$ cat config.mk
export PLATFORM = sky130hd
export DESIGN_NAME = ibus_frame_receiver
export DESIGN_NICKNAME = d
export VERILOG_FILES = /design/src/rtl/ibfr_pkg.sv /design/src/rtl/ibfr_queue.sv /design/src/rtl/ibfr_front.sv /design/src/rtl/ibfr_back.sv /design/src/rtl/ibus_frame_receiver.sv
export VERILOG_INCLUDE_DIRS = /design/src /design/src/rtl
export SDC_FILE = /design/constraint.sdc
export NUM_CORES = 1
export LEC_CHECK = 0
export ABC_AREA = 1
export BUFFER_PORTS_ARGS = -buffer_cell sky130_fd_sc_hd__clkbuf_2
export CAP_MARGIN = 20
export CELL_PAD_IN_SITES_DETAIL_PLACEMENT = 1
export CELL_PAD_IN_SITES_GLOBAL_PLACEMENT = 2
export CORE_AREA = 4 4 217 219
export CTS_CLUSTER_DIAMETER = 120
export CTS_CLUSTER_SIZE = 25
export DETAILED_ROUTE_END_ITERATION = 10
export DIE_AREA = 0 0 221 223
export MAX_ROUTING_LAYER = met4
export PLACE_DENSITY_LB_ADDON = 0.08
export SKIP_CTS_REPAIR_TIMING = 1
export SLEW_MARGIN = 25
export SYNTH_ARGS = -nofsm -noshare
export SYNTH_HDL_FRONTEND = slang
export SYNTH_HIERARCHICAL = 1
export SYNTH_SLANG_ARGS = --single-unit
$ cat constraint.sdc
create_clock -name clk -period 2.48 [get_ports clk]
set_input_delay 0.496 -clock clk [delete_from_list [all_inputs] [get_ports clk]]
set_output_delay 0.496 -clock clk [all_outputs]
set_load 0.01 [all_outputs]
$ cat src/rtl/ibus_frame_receiver_macros.svh
// assertion helpers shared by the receiver modules
// each expects clk and rst_n in the enclosing module
`ifndef IBUS_FRAME_RECEIVER_MACROS_SVH
`define IBUS_FRAME_RECEIVER_MACROS_SVH

// same-cycle implication
`define IBFR_ASSERT_IMPL(lbl, ante, cons, msg) \
    lbl: assert property (@(posedge clk) disable iff (!rst_n) (ante) |-> (cons)) \
        else $error(msg);

// next-cycle implication
`define IBFR_ASSERT_NEXT(lbl, ante, cons, msg) \
    lbl: assert property (@(posedge clk) disable iff (!rst_n) (ante) |=> (cons)) \
        else $error(msg);

`endif

$ cat src/rtl/ibfr_pkg.sv
package ibfr_pkg;

    // frame geometry
    localparam int CHANNELS  = 14;
    localparam int FRAME_LEN = 4 + 2 * CHANNELS;
    localparam int SUM_LEN   = 2 + 2 * CHANNELS;
    localparam int FB_AW     = $clog2(FRAME_LEN);
    localparam int COUNT_W   = 6;

    // register port
    localparam int CFG_W     = 16;
    localparam int CFG_IDX_W = 2;

    // result widths
    localparam int DRIVE_W   = 11;
    localparam int SW_W      = 6;

    // queue between front and back
    localparam int QUEUE_DEPTH = 2;
    localparam int Q_AW        = (QUEUE_DEPTH > 1) ? $clog2(QUEUE_DEPTH) : 1;
    localparam int Q_CW        = $clog2(QUEUE_DEPTH + 1);

    // drive command of a channel at zero, the reset value of the latched set
    localparam logic signed [DRIVE_W-1:0] DRIVE_FLOOR = -11'sd1000;

    typedef enum logic [1:0] {
        CMD_BYTE = 2'd0,
        CMD_IDLE = 2'd1,
        CMD_TICK = 2'd2,
        CMD_NONE = 2'd3
    } ibfr_cmd_t;

    typedef enum logic [CFG_IDX_W-1:0] {
        REG_TIMEOUT_LIMIT = 2'd0,
        REG_HEADER_LENGTH = 2'd1,
        REG_HEADER_TYPE   = 2'd2
    } ibfr_reg_t;

    typedef enum logic [1:0] {
        OP_SHOW  = 2'd0,
        OP_LATCH = 2'd1,
        OP_TICK  = 2'd2
    } ibfr_op_t;

    typedef struct packed {
        logic [15:0] timeout_limit;
        logic [7:0]  header_length;
        logic [7:0]  header_type;
    } ibfr_cfg_t;

    typedef struct packed {
        ibfr_op_t                   op;
        logic signed [DRIVE_W-1:0]  drive_one;
        logic signed [DRIVE_W-1:0]  drive_two;
        logic [SW_W-1:0]            switches;
    } ibfr_entry_t;

endpackage

$ cat src/rtl/ibfr_queue.sv
`include "ibus_frame_receiver_macros.svh"

module ibfr_queue (
    input  logic                 clk,
    input  logic                 rst_n,
    input  logic                 push,
    output logic                 full,
    input  ibfr_pkg::ibfr_entry_t push_entry,
    input  logic                 pop,
    output logic                 empty,
    output ibfr_pkg::ibfr_entry_t pop_entry
);
    import ibfr_pkg::*;

    ibfr_entry_t         slot_reg [QUEUE_DEPTH];
    logic [Q_AW-1:0]     wr_ptr_reg;
    logic [Q_AW-1:0]     rd_ptr_reg;
    logic [Q_CW-1:0]     cnt_reg;
    logic                do_push;
    logic                do_pop;

    assign full      = (cnt_reg == Q_CW'(QUEUE_DEPTH));
    assign empty     = (cnt_reg == '0);
    assign do_push   = push && !full;
    assign do_pop    = pop && !empty;
    assign pop_entry = slot_reg[rd_ptr_reg];

    // pointer advance with wrap
    function automatic logic [Q_AW-1:0] bump(input logic [Q_AW-1:0] p);
        logic [Q_AW-1:0] r;
        if (p == Q_AW'(QUEUE_DEPTH - 1))
            r = '0;
        else
            r = p + 1'b1;
        return r;
    endfunction

    // pointers and fill count
    always_ff @(posedge clk or negedge rst_n)
    begin
        if (!rst_n)
        begin
            wr_ptr_reg <= '0;
            rd_ptr_reg <= '0;
            cnt_reg    <= '0;
        end
        else
        begin
            if (do_push)
                wr_ptr_reg <= bump(wr_ptr_reg);
            if (do_pop)
                rd_ptr_reg <= bump(rd_ptr_reg);
            if (do_push && !do_pop)
                cnt_reg <= cnt_reg + 1'b1;
            else if (do_pop && !do_push)
                cnt_reg <= cnt_reg - 1'b1;
        end
    end

    // entry storage
    always_ff @(posedge clk)
    begin
        if (do_push)
            slot_reg[wr_ptr_reg] <= push_entry;
    end

    `IBFR_ASSERT_NEXT(a_q_grow, (do_push && !do_pop), (cnt_reg == $past(cnt_reg) + 1'b1), "queue count did not grow on push")

endmodule

$ cat src/rtl/ibfr_front.sv
`include "ibus_frame_receiver_macros.svh"

module ibfr_front (
    input  logic                  clk,
    input  logic                  rst_n,
    input  ibfr_pkg::ibfr_cfg_t   cfg,
    input  logic                  push,
    output logic                  full,
    input  logic [1:0]            command,
    input  logic [7:0]            rx_byte,
    output logic                  q_push,
    input  logic                  q_full,
    output ibfr_pkg::ibfr_entry_t q_entry
);
    import ibfr_pkg::*;

    // frame positions of channels 1, 2, 7, 8, 9 and 10
    localparam int PICK [6] = '{0, 1, 6, 7, 8, 9};

    logic [7:0]         fb_reg [FRAME_LEN];
    logic [COUNT_W-1:0] count_reg;
    logic [COUNT_W-1:0] count_next;
    logic [15:0]        sum_reg;
    logic [15:0]        sum_next;
    logic               in_fire;
    ibfr_cmd_t          cmd;
    logic               frame_ok;
    logic [15:0]        trailer;
    logic [15:0]        chan [6];
    logic [9:0]         scaled [6];

    // clamp(v - 1000, 0, 1000)
    function automatic logic [9:0] chan_scale(input logic [15:0] v);
        logic [15:0] d;
        logic [9:0]  r;
        d = v - 16'd1000;
        if (v < 16'd1000)
            r = '0;
        else if (v > 16'd2000)
            r = 10'd1000;
        else
            r = d[9:0];
        return r;
    endfunction

    // (c - 500) * 2
    function automatic logic [DRIVE_W-1:0] chan_drive(input logic [9:0] c);
        logic [DRIVE_W-1:0] r;
        r = {c, 1'b0} - 11'd1000;
        return r;
    endfunction

    function automatic logic two_pos(input logic [9:0] c);
        logic r;
        r = (c > 10'd850);
        return r;
    endfunction

    function automatic logic [1:0] three_pos(input logic [9:0] c);
        logic [1:0] r;
        if (c < 10'd250)
            r = 2'd0;
        else if (c < 10'd850)
            r = 2'd1;
        else
            r = 2'd2;
        return r;
    endfunction

    assign full    = q_full;
    assign in_fire = push && !q_full;
    assign q_push  = in_fire;
    assign cmd     = ibfr_cmd_t'(command);

    // frame check on the stored burst
    assign trailer  = {fb_reg[FRAME_LEN-1], fb_reg[FRAME_LEN-2]};
    assign frame_ok = (count_reg == COUNT_W'(FRAME_LEN))
                   && (fb_reg[0] == cfg.header_length)
                   && (fb_reg[1] == cfg.header_type)
                   && ((16'hFFFF - sum_reg) == trailer);

    // channel pick and scaling
    always_comb
    begin
        for (int i = 0; i < 6; i++)
        begin
            chan[i]   = {fb_reg[FB_AW'(2 + 2 * PICK[i] + 1)], fb_reg[FB_AW'(2 + 2 * PICK[i])]};
            scaled[i] = chan_scale(chan[i]);
        end
    end

    // classify the item for the back end
    always_comb
    begin
        q_entry.drive_one = chan_drive(scaled[0]);
        q_entry.drive_two = chan_drive(scaled[1]);
        q_entry.switches  = {two_pos(scaled[5]), three_pos(scaled[4]),
                             three_pos(scaled[3]), two_pos(scaled[2])};
        unique case (cmd)
            CMD_IDLE: q_entry.op = frame_ok ? OP_LATCH : OP_SHOW;
            CMD_TICK: q_entry.op = OP_TICK;
            default:  q_entry.op = OP_SHOW;
        endcase
    end

    // burst count and checksum
    always_comb
    begin
        count_next = count_reg;
        sum_next   = sum_reg;
        if (in_fire)
        begin
            unique case (cmd)
                CMD_BYTE:
                begin
                    if (count_reg < COUNT_W'(SUM_LEN))
                        sum_next = sum_reg + {8'd0, rx_byte};
                    if (count_reg != '1)
                        count_next = count_reg + 1'b1;
                end
                CMD_IDLE:
                begin
                    count_next = '0;
                    sum_next   = '0;
                end
                default:
                begin
                end
            endcase
        end
    end

    always_ff @(posedge clk or negedge rst_n)
    begin
        if (!rst_n)
        begin
            count_reg <= '0;
            sum_reg   <= '0;
        end
        else
        begin
            count_reg <= count_next;
            sum_reg   <= sum_next;
        end
    end

    // burst byte store
    always_ff @(posedge clk)
    begin
        if (in_fire && (cmd == CMD_BYTE) && (count_reg < COUNT_W'(FRAME_LEN)))
            fb_reg[count_reg[FB_AW-1:0]] <= rx_byte;
    end

    `IBFR_ASSERT_NEXT(a_idle_restart, (in_fire && cmd == CMD_IDLE), (count_reg == '0 && sum_reg == '0), "burst not restarted after idle")

endmodule

$ cat src/rtl/ibfr_back.sv
`include "ibus_frame_receiver_macros.svh"

module ibfr_back (
    input  logic                       clk,
    input  logic                       rst_n,
    input  ibfr_pkg::ibfr_cfg_t        cfg,
    input  logic                       q_empty,
    input  ibfr_pkg::ibfr_entry_t      q_entry,
    output logic                       q_pop,
    output logic                       empty,
    input  logic                       pop,
    output logic signed [ibfr_pkg::DRIVE_W-1:0] command_one,
    output logic signed [ibfr_pkg::DRIVE_W-1:0] command_two,
    output logic [ibfr_pkg::SW_W-1:0]  switch_state,
    output logic                       link_lost,
    output logic                       frame_accepted
);
    import ibfr_pkg::*;

    logic signed [DRIVE_W-1:0] lat_one_reg, lat_one_next;
    logic signed [DRIVE_W-1:0] lat_two_reg, lat_two_next;
    logic [SW_W-1:0]           lat_sw_reg, lat_sw_next;
    logic signed [DRIVE_W-1:0] held_one_reg, held_one_next;
    logic signed [DRIVE_W-1:0] held_two_reg, held_two_next;
    logic [SW_W-1:0]           held_sw_reg, held_sw_next;
    logic [15:0]               tcount_reg, tcount_next;
    logic                      tflag_reg, tflag_next;
    logic                      acc_next;
    logic                      out_valid_reg;

    assign q_pop = !q_empty && (!out_valid_reg || pop);
    assign empty = !out_valid_reg;

    // apply one queued item
    always_comb
    begin
        lat_one_next  = lat_one_reg;
        lat_two_next  = lat_two_reg;
        lat_sw_next   = lat_sw_reg;
        held_one_next = held_one_reg;
        held_two_next = held_two_reg;
        held_sw_next  = held_sw_reg;
        tcount_next   = tcount_reg;
        tflag_next    = tflag_reg;
        acc_next      = 1'b0;
        if (q_pop)
        begin
            unique case (q_entry.op)
                OP_LATCH:
                begin
                    lat_one_next = q_entry.drive_one;
                    lat_two_next = q_entry.drive_two;
                    lat_sw_next  = q_entry.switches;
                    tcount_next  = '0;
                    tflag_next   = 1'b0;
                    acc_next     = 1'b1;
                end
                OP_TICK:
                begin
                    if (!tflag_reg)
                    begin
                        held_one_next = lat_one_reg;
                        held_two_next = lat_two_reg;
                        held_sw_next  = lat_sw_reg;
                    end
                    if (tcount_reg >= cfg.timeout_limit)
                    begin
                        tflag_next    = 1'b1;
                        tcount_next   = cfg.timeout_limit;
                        held_one_next = '0;
                        held_two_next = '0;
                        held_sw_next[0] = 1'b0;
                    end
                    else
                    begin
                        tcount_next = tcount_reg + 1'b1;
                    end
                end
                default:
                begin
                end
            endcase
        end
    end

    // held state
    always_ff @(posedge clk or negedge rst_n)
    begin
        if (!rst_n)
        begin
            lat_one_reg   <= DRIVE_FLOOR;
            lat_two_reg   <= DRIVE_FLOOR;
            lat_sw_reg    <= '0;
            held_one_reg  <= '0;
            held_two_reg  <= '0;
            held_sw_reg   <= '0;
            tcount_reg    <= '0;
            tflag_reg     <= 1'b0;
            out_valid_reg <= 1'b0;
        end
        else
        begin
            lat_one_reg  <= lat_one_next;
            lat_two_reg  <= lat_two_next;
            lat_sw_reg   <= lat_sw_next;
            held_one_reg <= held_one_next;
            held_two_reg <= held_two_next;
            held_sw_reg  <= held_sw_next;
            tcount_reg   <= tcount_next;
            tflag_reg    <= tflag_next;
            if (q_pop)
                out_valid_reg <= 1'b1;
            else if (pop)
                out_valid_reg <= 1'b0;
        end
    end

    // result register
    always_ff @(posedge clk)
    begin
        if (q_pop)
        begin
            command_one    <= held_one_next;
            command_two    <= held_two_next;
            switch_state   <= held_sw_next;
            link_lost      <= tflag_next;
            frame_accepted <= acc_next;
        end
    end

    `IBFR_ASSERT_IMPL(a_lost_zero, tflag_reg, (held_one_reg == '0 && held_two_reg == '0 && held_sw_reg[0] == 1'b0), "drive not zero while link lost")
    `IBFR_ASSERT_NEXT(a_latch_clears, (q_pop && q_entry.op == OP_LATCH), (!tflag_reg && tcount_reg == '0), "valid frame did not clear timeout")

endmodule

$ cat src/rtl/ibus_frame_receiver.sv
// flow: an accepted item is written into the queue and popped into the result register when that
// register is empty or its result is being taken by pop
// throughput: one item per cycle while the queue is not full; each item yields exactly one result
// a two-entry queue splits frame capture from the tick/timeout unit, result held in a register
// reset (rst_n low, asynchronous): burst, timeout and held outputs cleared, registers to
// their defaults; the stored frame bytes are not cleared and need no clearing pass
module ibus_frame_receiver (
    input  logic                                 clk,
    input  logic                                 rst_n,
    input  logic                                 push,
    output logic                                 full,
    input  logic [1:0]                           command,
    input  logic [7:0]                           rx_byte,
    output logic                                 empty,
    input  logic                                 pop,
    output logic signed [ibfr_pkg::DRIVE_W-1:0]  command_one,
    output logic signed [ibfr_pkg::DRIVE_W-1:0]  command_two,
    output logic [ibfr_pkg::SW_W-1:0]            switch_state,
    output logic                                 link_lost,
    output logic                                 frame_accepted,
    input  logic                                 cfg_write,
    input  logic [ibfr_pkg::CFG_IDX_W-1:0]       cfg_index,
    input  logic [ibfr_pkg::CFG_W-1:0]           cfg_data
);
    import ibfr_pkg::*;

    ibfr_cfg_t   cfg_reg;
    logic        q_push;
    logic        q_full;
    logic        q_pop;
    logic        q_empty;
    ibfr_entry_t q_in;
    ibfr_entry_t q_out;

    // configuration registers
    always_ff @(posedge clk or negedge rst_n)
    begin
        if (!rst_n)
        begin
            cfg_reg.timeout_limit <= 16'd160;
            cfg_reg.header_length <= 8'd32;
            cfg_reg.header_type   <= 8'd64;
        end
        else if (cfg_write)
        begin
            unique case (ibfr_reg_t'(cfg_index))
                REG_TIMEOUT_LIMIT: cfg_reg.timeout_limit <= cfg_data;
                REG_HEADER_LENGTH: cfg_reg.header_length <= cfg_data[7:0];
                REG_HEADER_TYPE:   cfg_reg.header_type   <= cfg_data[7:0];
                default:
                begin
                end
            endcase
        end
    end

    // byte capture and frame check
    ibfr_front u_front (
        .clk     (clk),
        .rst_n   (rst_n),
        .cfg     (cfg_reg),
        .push    (push),
        .full    (full),
        .command (command),
        .rx_byte (rx_byte),
        .q_push  (q_push),
        .q_full  (q_full),
        .q_entry (q_in)
    );

    // decoupling queue
    ibfr_queue u_queue (
        .clk        (clk),
        .rst_n      (rst_n),
        .push       (q_push),
        .full       (q_full),
        .push_entry (q_in),
        .pop        (q_pop),
        .empty      (q_empty),
        .pop_entry  (q_out)
    );

    // tick, timeout and result register
    ibfr_back u_back (
        .clk            (clk),
        .rst_n          (rst_n),
        .cfg            (cfg_reg),
        .q_empty        (q_empty),
        .q_entry        (q_out),
        .q_pop          (q_pop),
        .empty          (empty),
        .pop            (pop),
        .command_one    (command_one),
        .command_two    (command_two),
        .switch_state   (switch_state),
        .link_lost      (link_lost),
        .frame_accepted (frame_accepted)
    );

endmodule

==> After elaboration in Yosys (flattened, before gate mapping) <==
Memory sizes are Yosys's and may differ from the RTL's.
Index checks and enable logic that the tools add are counted.
{ "totals": {"output_inout_bits": 32, "word_cells": 156, "memories": 2, "mem_bits_rw": 316, "regBits": 162} }
{ "op_classes": {"mux": 50, "eq_ne": 14, "add_sub_neg": 16, "reduce_logical": 31, "n_lt_le_gt_ge": 21} }
{ "mem_list": {"columns": ["memory", "words", "width", "rd", "rd_clocked_by_memory_dff", "wr", "line_no", "text"], "rows": [
  ["u_front.fb_reg", 32, 8, 16, 0, 1, "ibfr_front.sv:20", "logic [7:0] fb_reg [FRAME_LEN];"],
  ["u_queue.slot_reg", 2, 30, 1, 0, 1, "ibfr_queue.sv:15", "ibfr_entry_t slot_reg [QUEUE_DEPTH];"]
]} }
{ "ops": {"columns": ["cell", "n"], "rows": [
  ["10-bit two-way mux", 12],
  ["16-bit by 11-bit > comparator with 1-bit output, second input constant", 6],
  ["16-bit by 10-bit < comparator with 1-bit output, second input constant", 6],
  ["11-bit two-way mux", 8],
  ["16-bit one-hot mux with 2 select lines", 2],
  ["10-bit subtractor, second input constant", 6],
  ["16-bit two-way mux", 2],
  ["6-bit two-way mux", 4],
  ["11-bit by 10-bit subtractor with 11-bit output, second input constant", 2],
  ["10-bit > comparator, second input constant", 2],
  ["10-bit < comparator, second input constant", 2],
  ["10-bit by 8-bit < comparator with 1-bit output, second input constant", 2],
  ["16-bit by 1-bit adder with 16-bit output, second input constant", 1],
  ["16-bit by 8-bit adder with 16-bit output", 1],
  ["16-bit equality test", 1],
  ["8-bit equality test", 2],
  ["16-bit greater-or-equal comparator", 1],
  ["16-bit subtractor, first input constant", 1],
  ["1-bit two-way mux", 13],
  ["2-bit two-way mux", 6],
  ["6-bit one-hot mux with 2 select lines", 1],
  ["1-bit logical AND", 11],
  ["2-bit AND reduction", 5],
  ["2-bit equality test, second input constant", 4],
  ["17 further kinds", 31]
]} }

==> Depth between registers and ports, before layout <==
{ "logic_depth": {"depth_word": 8, "depth_mapped": 15, "ltp_nobuf": 14} }

==> By module <==
The synthesis kept the hierarchy.
{ "by_module_without_submodules": {"columns": ["mod", "seq_area_each_um2", "cells_per_inst", "area_per_inst_um2", "n_inst"], "rows": [
  ["ibfr_front", 4394.2, 813, 7910.1, 1],
  ["ibfr_back", 2760.1, 438, 4828.4, 1],
  ["ibfr_queue", 1901.8, 188, 2403.6, 1],
  ["ibus_frame_receiver", 805.8, 142, 1351.3, 1]
]} }

==> Worst setup path before layout <==
No wires, ideal clock.
{ "synth_timing": {"path_kind": "register to register", "startpoint": "reg u_queue.cnt_reg[1]", "endpoint": "mem u_queue/slot_reg[1][0] (netlist bit), enable pin", "required_time_ns": 2.063, "path_stages_with_launch": 6, "arrival_ns": 2.051, "slack_ns": 0.012, "path_cell_list": "dfrtp_1 inv_1 nor2_2 nor2_4 o21ai_0 nor2_1"} }
{ "synth_via": {"elab_chain_cells": 6} }
{ "synth_lines": {"columns": ["element", "line_no", "text"], "rows": [
  ["start, declared", "ibfr_queue.sv:18", "logic [Q_CW-1:0] cnt_reg;"],
  ["start signal, assigned", "ibfr_queue.sv:54", "cnt_reg <= cnt_reg + 1'b1;"],
  ["start signal, assigned", "ibfr_queue.sv:56", "cnt_reg <= cnt_reg - 1'b1;"],
  ["2-bit equality test", "ibfr_queue.sv:22", "assign full = (cnt_reg == Q_CW'(QUEUE_DEPTH));"],
  ["net q_full", "ibus_frame_receiver.sv:29", "logic q_full;"],
  ["1-bit logical NOT", "ibfr_front.sv:71", "assign in_fire = push && !q_full;"],
  ["1-bit logical AND", "ibfr_front.sv:71", null],
  ["net q_push", "ibus_frame_receiver.sv:28", "logic q_push;"],
  ["1-bit logical AND", "ibfr_queue.sv:24", "assign do_push = push && !full;"],
  ["1-bit two-way mux", "ibfr_queue.sv:63", "if (do_push)"],
  ["1-bit two-way mux (implied by the code)", "ibfr_queue.sv:64", "slot_reg[wr_ptr_reg] <= push_entry;"],
  ["end, declared", "ibfr_queue.sv:15", null]
]} }
The timed path passes the listed nets, and every way through them passes these cells.

==> impl_results.md <==
* Status: finished clean
* Seq cells post-synth at 350
* CTS tree: yes
* Placer congestion estimate at approximately 0.8
* Hold Vio Cnt, Final at 0
* First-pass GRT wire length at between 60 and 70 mm
* Fillers at about 5,100
* Synth Cell Area at 0.0165 sq mm
* Initial antenna violation count at 0
* Synth async-reset ratio at 0.377
* Port bufs at 64
* Worst-Skew Late Latency at approximately 530 ps
* Cell count after synthesis at 1,581
* WP data arrival at about 2500 ps
* Die H at around 220 um
* Internal power at 10.9 mW
* Most frequent cells in the layout: nand2_1 (414), edfxtp_1 (218), inv_1 (147)
* CP Launch Type: flop
* Area contributors post-synth: edfxtp_1 (40%), dfrtp_1 (19%), nand2_1 (9.4%)
* Clock skew at around 20 ps
* Leakage at around 7.9 nW
* Post-Route WL at 38.3 mm
* Worst Setup End Kind: flop
* Placed insts at approximately 2,300
* Die width at approximately 220 um
* Max_cap viols at 0
* # DRC at 0
* Tcrit/Tclk final at 0.898
* Syn. warnings at 6
* Final TNS setup at 0 ps
* Slew HR at 0.515
* H-tree depth at 1
* Overall global routing resource usage at 0.160
* Power share of the combinational group at 0.283
* Synth area leader: edfxtp_1
* Area added between synthesis and finish at 11.1%
* Slew Limit Fails at 0
* Antenna viol nets, final at 0
* Fin cells at 2,294
* Most common cell after layout, fill and taps aside: nand2_1
* Worst Tran Pin Value at between 700 and 800 ps
* Part of the power in registers at 0.514
* Synth top area share at 0.397
* Global route overflow at 0
* Fin nets at 1,765
* RSZ-0062 raised after global routing: no
* Rows at 78
* Core Region at between 0.04 and 0.05 sq mm
* Net switching power at 5.45 mW
* EDFF count, synth at about 220
* TritonCTS buffer count at 18
* I/O pin cnt at 65
* Worst EP required at ~2800 ps
* Mean Syn Cell Area at 10.4 sq um
* Clock Tree Root: clkbuf_16
* Crit Path Class: flop to flop
* Crit Path Max Fanout at 5
* Vias/cell at ~4.8
* Tmin final at ~2200 ps
* Clock-pin slew on the worst setup and hold paths at approximately 100 ps
* Clk sink count at 350
* VDD IR max at ~0.63 mV
* Register area share after synthesis at 0.598
* Clock Path Buffers at 3
* Layout cells sized above 1 at 0.143
* Diodes inserted at 0
* Drt pass-1 iters at 4
* Initial Util at 0.366
* Drt initial violations at approximately 600
* DR vias at around 11,000
* Number of library cell types mapped by synthesis at 63
* Switching share of power at 0.334
* Pin count of the biggest net entering global routing at between 50 and 60
* Via count of the first global-routing pass at between 10,000 and 15,000
* Min-delay worst type: primary input to flop
* Max reg flops at ~130
* Hpwl dp at around 28 mm
* Top_reg_cell synth: edfxtp_1
* Post-Route Utilization at 0.406
* Pwr/cell area at a little under 900 mW/mm^2
* Setup violators final at 0
* Die footprint at approximately 0.05 sq mm
* F_max at 449 MHz
* WL per Instance at around 17 um
* Clock power share at 0.203
metrics by stage:
stage	power (mW)	hold WS (ps)	cell area (sq um)	setup slack [ps]
global route	17.6	177	18300	1.59
finish	16.3	187	18300	254
global placement	13.1	457	17800	207
floorplan	11.6	200	16500	11.8
detailed placement	13.3	464	17800	155
CTS	16.6	-90.7	18300	244
path summary, 6_finish.rpt:
path / from / to / slack (ps) / depth (start not counted)
setup reg to reg: u_front/fb_reg[4][3]$_DFFE_PP_ / u_queue/slot_reg[1][13]$_DFFE_PP_ / 250 / 13
hold / removal: cfg_data[13] / cfg_reg[29]$_DFFE_PN0P_ / 190 / 3
hold reg to reg: cfg_reg[21]$_DFFE_PN1P_ / cfg_reg[21]$_DFFE_PN1P_ / 480 / 2
min in group asynchronous: rst_n / u_back/held_two_reg[4]$_DFF_PN0_ / 490 / 2
setup / recovery: u_front/fb_reg[4][3]$_DFFE_PP_ / u_queue/slot_reg[1][13]$_DFFE_PP_ / 250 / 13
max in group asynchronous: rst_n / u_back/lat_two_reg[3]$_DFFE_PN1P_ / 1280 / 3
power groups by stage:
stage               registers, mW  clock network, mW  logic [mW]
detailed placement           8.53                  0        4.73
finish                       8.37               3.31        4.62
global placement             8.50                  0        4.63
global route                 8.54               3.72        5.32
floorplan                    8.41                  0        3.14
CTS                          8.40               3.49        4.76
cells in the mapped netlist, types with 13 or more instances:
library cell / instances
dfrtp_1: 122
o21ai_0: 31
xnor2_1: 25
nand4_1: 37
ha_1: 49
nand2_1: 414
nor3_1: 14
xor2_1: 29
mux2_2: 32
buf_2: 13
inv_1: 146
edfxtp_1: 218
mux2i_1: 23
nor2_2: 23
a21oi_1: 32
nor2_1: 132
nand3_1: 100
worst max-delay path, cell delays in order (launching register included):
cell      delay (ps)
edfxtp_1         420
inv_1            160
ha_1             160
nand2_1           50
nor2_1           100
nand3_1           90
nand2_2          130
nand2_2          100
inv_1             90
nand3_1          120
ha_1             230
inv_1            100
nand2_1           70
xor2_1           150
cell type report:
type	count	area, sq um	area share
Timing Repair Buffer	111	744	0.0406
Inverter	160	603	0.0329
Clock inverter	4	36.3	0.00198
Clock buffer	28	509	0.0278
Multi-Input combinational cell	1041	5820	0.317
Tap cell	600	751	0.0410
Sequential cell	350	9860	0.538
cells by family after synthesis:
logic type / Yosys count / synth area share
adder cells (fa/ha/maj): 50 / 0.0384
AO/OA/AOI/OAI: 112 / 0.0411
XOR/XNOR: 54 / 0.0287
other: 1 / 0.000227
AND/OR/NAND/NOR: 767 / 0.207
multiplexers: 56 / 0.0365
buffers and inverters: 191 / 0.0498
flip-flops: 350 / 0.598
layer usage:
metal,share of wire,track usage
met5,0,-
met1,0.50,0.226
met2,0.46,0.256
met3,0.022,0.0184
met4,0.013,0.0238
(Power assumes the default switching activity.)
